`src/hdl/utb_pkg.sv`:
```
// ----------------------------------------------------------------------------
// utb_pkg
// Shared types and constants for the UTF-8 text bounds core: item layouts,
// configuration register indexes, glyph memory entry, and the command and
// status groups between the controller and the datapath.
// ----------------------------------------------------------------------------
`default_nettype none

package utb_pkg;

    localparam int GLYPH_SLOTS = 256;
    localparam int SLOT_W      = $clog2(GLYPH_SLOTS);
    localparam int CNT_W       = $clog2(GLYPH_SLOTS + 1);
    localparam int MAX_SCALE   = 8;

    localparam int SCALE_W  = 4;
    localparam int COUNT_W  = 9;
    localparam int CFG_IDX_W = 2;
    localparam int CFG_DATA_W = 9;

    localparam logic [CFG_IDX_W-1:0] CFG_TEXT_SCALE   = 2'd0;
    localparam logic [CFG_IDX_W-1:0] CFG_FONT_PRESENT = 2'd1;
    localparam logic [CFG_IDX_W-1:0] CFG_GLYPH_COUNT  = 2'd2;

    localparam logic ACT_LOAD = 1'b0;
    localparam logic ACT_TEXT = 1'b1;

    localparam logic [15:0] FALLBACK_CODE = 16'h003F;
    localparam logic [15:0] WIDTH_LIMIT   = 16'hFFFF;
    localparam logic [11:0] HEIGHT_LIMIT  = 12'hFFF;

    typedef struct packed {
        logic               action;
        logic [7:0]         entry_index;
        logic [15:0]        glyph_code;
        logic [7:0]         glyph_width;
        logic [7:0]         glyph_height;
        logic signed [7:0]  glyph_y_offset;
        logic [7:0]         text_byte;
        logic               last_byte;
    } in_item_t;

    typedef struct packed {
        logic [15:0]        text_width;
        logic [11:0]        text_height;
        logic signed [7:0]  lowest_offset;
    } out_item_t;

    typedef struct packed {
        logic [15:0]        code;
        logic [7:0]         width;
        logic [7:0]         height;
        logic signed [7:0]  offset;
    } glyph_entry_t;

    typedef struct packed {
        logic write_entry;
        logic take_byte;
        logic search_en;
        logic add_char;
        logic finish;
    } ctrl_cmd_t;

    typedef struct packed {
        logic is_load;
        logic is_last;
        logic char_done;
        logic need_search;
        logic search_done;
        logic last_pending;
        logic out_free;
    } dp_status_t;

endpackage

`default_nettype wire

```
`src/hdl/utb_ctrl.sv`:
```
// ----------------------------------------------------------------------------
// utb_ctrl
// Sequencer for the text bounds core: takes one item at a time, runs the
// glyph scan, the accumulate step and the result step.
// ----------------------------------------------------------------------------
`default_nettype none

module utb_ctrl
    import utb_pkg::*;
(
    input  wire logic       clk,
    input  wire logic       rst_n,
    input  wire logic       in_valid,
    output logic            in_stall,
    input  wire dp_status_t status,
    output ctrl_cmd_t       cmd
);

    localparam logic [1:0] ST_IDLE   = 2'd0;
    localparam logic [1:0] ST_SEARCH = 2'd1;
    localparam logic [1:0] ST_ADD    = 2'd2;
    localparam logic [1:0] ST_FINISH = 2'd3;

    logic [1:0] state_reg;
    logic [1:0] state_next;

    always_ff @(posedge clk or negedge rst_n)
    begin
        if (!rst_n)
        begin
            state_reg <= ST_IDLE;
        end
        else
        begin
            state_reg <= state_next;
        end
    end

    always_comb
    begin
        state_next = state_reg;
        cmd        = '0;
        in_stall   = 1'b1;
        unique case (state_reg)
            ST_IDLE:
            begin
                in_stall = 1'b0;
                if (in_valid)
                begin
                    if (status.is_load)
                    begin
                        cmd.write_entry = 1'b1;
                    end
                    else
                    begin
                        cmd.take_byte = 1'b1;
                        if (status.char_done)
                        begin
                            state_next = status.need_search ? ST_SEARCH : ST_ADD;
                        end
                        else if (status.is_last)
                        begin
                            state_next = ST_FINISH;
                        end
                    end
                end
            end
            ST_SEARCH:
            begin
                cmd.search_en = 1'b1;
                if (status.search_done)
                begin
                    state_next = ST_ADD;
                end
            end
            ST_ADD:
            begin
                cmd.add_char = 1'b1;
                state_next   = status.last_pending ? ST_FINISH : ST_IDLE;
            end
            ST_FINISH:
            begin
                if (status.out_free)
                begin
                    cmd.finish = 1'b1;
                    state_next = ST_IDLE;
                end
            end
            default:
            begin
                state_next = ST_IDLE;
            end
        endcase
    end

endmodule

`default_nettype wire

```
`config.mk`:
```
export PLATFORM = sky130hd
export DESIGN_NAME = utb_ctrl
export DESIGN_NICKNAME = d
export VERILOG_FILES = /design/src/hdl/utb_pkg.sv /design/src/hdl/utb_ctrl.sv
export SDC_FILE = /design/constraint.sdc
export NUM_CORES = 1
export LEC_CHECK = 0
export ABC_AREA = 0
export BUFFER_PORTS_ARGS = -buffer_cell sky130_fd_sc_hd__buf_2
export CAP_MARGIN = 20
export CORE_AREA = 2 2 39 41
export CTS_BUF_LIST = sky130_fd_sc_hd__clkbuf_16
export DETAILED_ROUTE_END_ITERATION = 8
export DIE_AREA = 0 0 41 43
export GPL_ROUTABILITY_DRIVEN = 0
export SLEW_MARGIN = 10
export SYNTH_ARGS = -nofsm -noshare
export SYNTH_HDL_FRONTEND = slang
export SYNTH_SLANG_ARGS = --single-unit
```
`constraint.sdc`:
```
create_clock -name clk -period 2.43 [get_ports clk]
set_clock_uncertainty 0.1 [all_clocks]
set_input_delay 0.486 -clock clk [delete_from_list [all_inputs] [get_ports clk]]
set_output_delay 0.486 -clock clk [all_outputs]
set_load 0.005 [all_outputs]
```
==> results.txt <==
status -> completed
Largest register FFs -> 2
commonest cells in the netlist -> nand2_1, dfrtp_1, nor2b_1, o211ai_1
post-synthesis register bit count -> 2
clk sink count -> 2
CTS tree -> done
peak supply drop -> 0.400 mV
TNS Setup -> 0 ns
RSZ-0062 raised after global routing -> no
most common flop cell mapped by yosys -> dfrtp_1
Chip Width -> 41 um
Longest Clk Path Bufs -> 2
hold path depth -> 3
switching component of the power -> 110 uW
Post-DRT Antenna Nets -> 0
pin count of the biggest net entering global routing -> 8
Power Dens Cells -> 1250 mW/mm2
Root Buffer -> clkbuf_16
Worst Hold Path EP -> state_reg[1]
IO Pins -> 16
DRC Markers -> 0
Core ar. -> 0.00138 mm2
Met2 Wirelength -> 168 um
maximum clock rate -> 575 MHz
Die Y -> 43 um
wl on met1 -> 219 um
Post-Syn Nets -> 28
HP Class -> in2reg
1st-iter DRT viols -> 4
clock share of power -> 0.569
actual slew at the worst max-slew pin -> 0.253 ns
clock-pin slew on the worst setup and hold paths -> 0.03 ns
share of power burned in registers -> 0.175
final worst path period need -> 1.74 ns
clock latency on the worst-skew pair -> 0.22 ns
DR pass1 iterations -> 4
Final Slew Violations -> 0
Max Cap Viol -> 0
port buffer count -> 15
WL final -> 455 um
share of layout cells above drive strength 1 -> 0.541
synthesis-to-finish area growth -> 111%
Antenna Diode Count -> 0
Setup Viol. Count Final -> 0
DR vias/cell -> 3.66
Syn Area/Cell -> 9.04 um2
die area -> 0.00176 mm2
Initial Utilization -> 0.118
antenna violations before repair -> 0
yosys warns -> 0
DP HPWL -> 351 um
# H-tree levels -> 1
Crit Path Max Fanout -> 7
RR Endpoint -> state_reg[0]
worst flop-to-flop path startpoint -> state_reg[0]
relative slew slack -> 0.831
GR Overflow Total -> 0
Tcrit/Tclk final -> 0.716
WL met3 -> 47 um
post-synthesis cell type with the largest combined area -> dfrtp_1
row count -> 14
type of origin of the critical path -> register
CTS Buf Count -> 3
routed len/inst -> 8.58 um
Hold WS -> 0.415 ns
ranking of synthesized cells by area -> dfrtp_1, nor4b_4, o211ai_1
GRT Total Usage -> 0.0702
worst reg2reg path depth -> 3
kind of critical path -> reg2out
Leak -> 0.000178 uW
Pint -> 320 uW
register area share after synthesis -> 0.308
first-pass GRT wire length -> 648 um
Top Layer Used -> met4
WP data required -> 1.84 ns
FFs w/ async S/R, synth -> 1.00
EDFF count, synth -> 0
Setup Buffers After CTS -> 0
arrival time at the worst endpoint -> 1.15 ns
Combinational Power Share -> 0.255
Yosys cell types -> 13
Final Net Count -> 49
CP endpoint kind -> output port
FF-to-FF setup slack -> 1.18 ns
top-count cell post-synth -> nand2_1
Hold Vio Cnt, Final -> 0
Sw Ratio -> 0.256
vias in the first global route -> 156
post-synthesis cell area -> 163 um2
Mapped Cells -> 18
Synth top area share -> 0.308
routed vias -> 194
hold path start -> status[2]
==> cell type report <==
type | count | area (um2)
Clock buffer | 3 | 75.1
Fill cell | 154 | 1040
Inverter | 1 | 3.75
Multi-Input combinational cell | 15 | 109
Sequential cell | 2 | 50.0
Tap cell | 16 | 20.0
Timing Repair Buffer | 16 | 85.1
==> critical path: stages, from the launching register on <==
cell and delay [ns]:
dfrtp_1 0.44, nor4b_4 0.33, buf_2 0.17
==> stage by stage <==
step / area, um2 / power (uW) / setup slack [ns] / std cells / utilization
after floorplan: 163 / 135 / 1.04 / 18 / -
after global placement: 258 / 184 / 0.806 / 49 / 0.186
after detailed placement: 258 / 186 / 0.806 / 49 / 0.186
after CTS: 343 / 437 / 0.669 / 53 / 0.248
after global routing: 343 / 460 / 0.625 / 53 / 0.248
final: 343 / 430 / 0.691 / 53 / 0.248
==> cells by family (layout without fill, tap and decap cells) <==
logic type | Yosys count | after routing | synth area share
AND/OR/NAND/NOR | 11 | 11 | 0.469
AO/OA/AOI/OAI | 4 | 4 | 0.200
flip-flops | 2 | 2 | 0.308
buffers and inverters | 1 | 20 | 0.0231
==> routing by layer <==
metal | up-vias | GRT usage
met3 | 2 | 0.0471
li1 | 102 | -
met5 | - | 0
met2 | 15 | 0.0656
met1 | 75 | 0.0705
met4 | 0 | 0.120
==> cell usage in the layout, fill, tap and decap left out, drive strengths merged <==
cell / Yosys / layout
buf: 0 / 15
clkbuf: 0 / 3
nand2: 3 / 3
nor2: 1 / 1
and2: 1 / 1
nor4b: 1 / 1
dfrtp: 2 / 2
nand2b: 1 / 1
o221ai: 1 / 1
dlygate4sd3: 0 / 1
or2: 1 / 1
o211ai: 2 / 2
and3: 1 / 1
nor2b: 2 / 2
o21ai: 1 / 1
inv: 1 / 1
==> repair_timing <==
| action | in CTS | in global routing |
|---|---|---|
| hold endpoints to repair | 2 | 0 |
| endpoints found under the setup margin | 0 | 0 |
| hold buffers | 1 | 0 |
| resized for setup | 0 | 0 |
==> worst max-delay path by stage <==
stage                     depth (start not counted)  slack (ns)  endpoint         start
after floorplan                                   2        1.04    cmd[4]  state_reg[0]
after global placement                            3        0.81    cmd[3]     status[6]
after detailed placement                          3        0.81    cmd[3]     status[6]
after CTS                                         2        0.67    cmd[3]  state_reg[0]
after global routing                              3        0.63    cmd[4]  state_reg[0]
final                                             2        0.69    cmd[3]  state_reg[0]
==> power by group through the flow <==
stage | clock [uW] | combinational, uW | sequential [uW]
finish | 245 | 110 | 75.5
global route | 253 | 128 | 78.9
CTS | 248 | 113 | 76.2
detailed placement | 0 | 110 | 76.0
global placement | 0 | 108 | 75.6
floorplan | 0 | 63.4 | 71.5
Power figures use the tool's default switching activity.
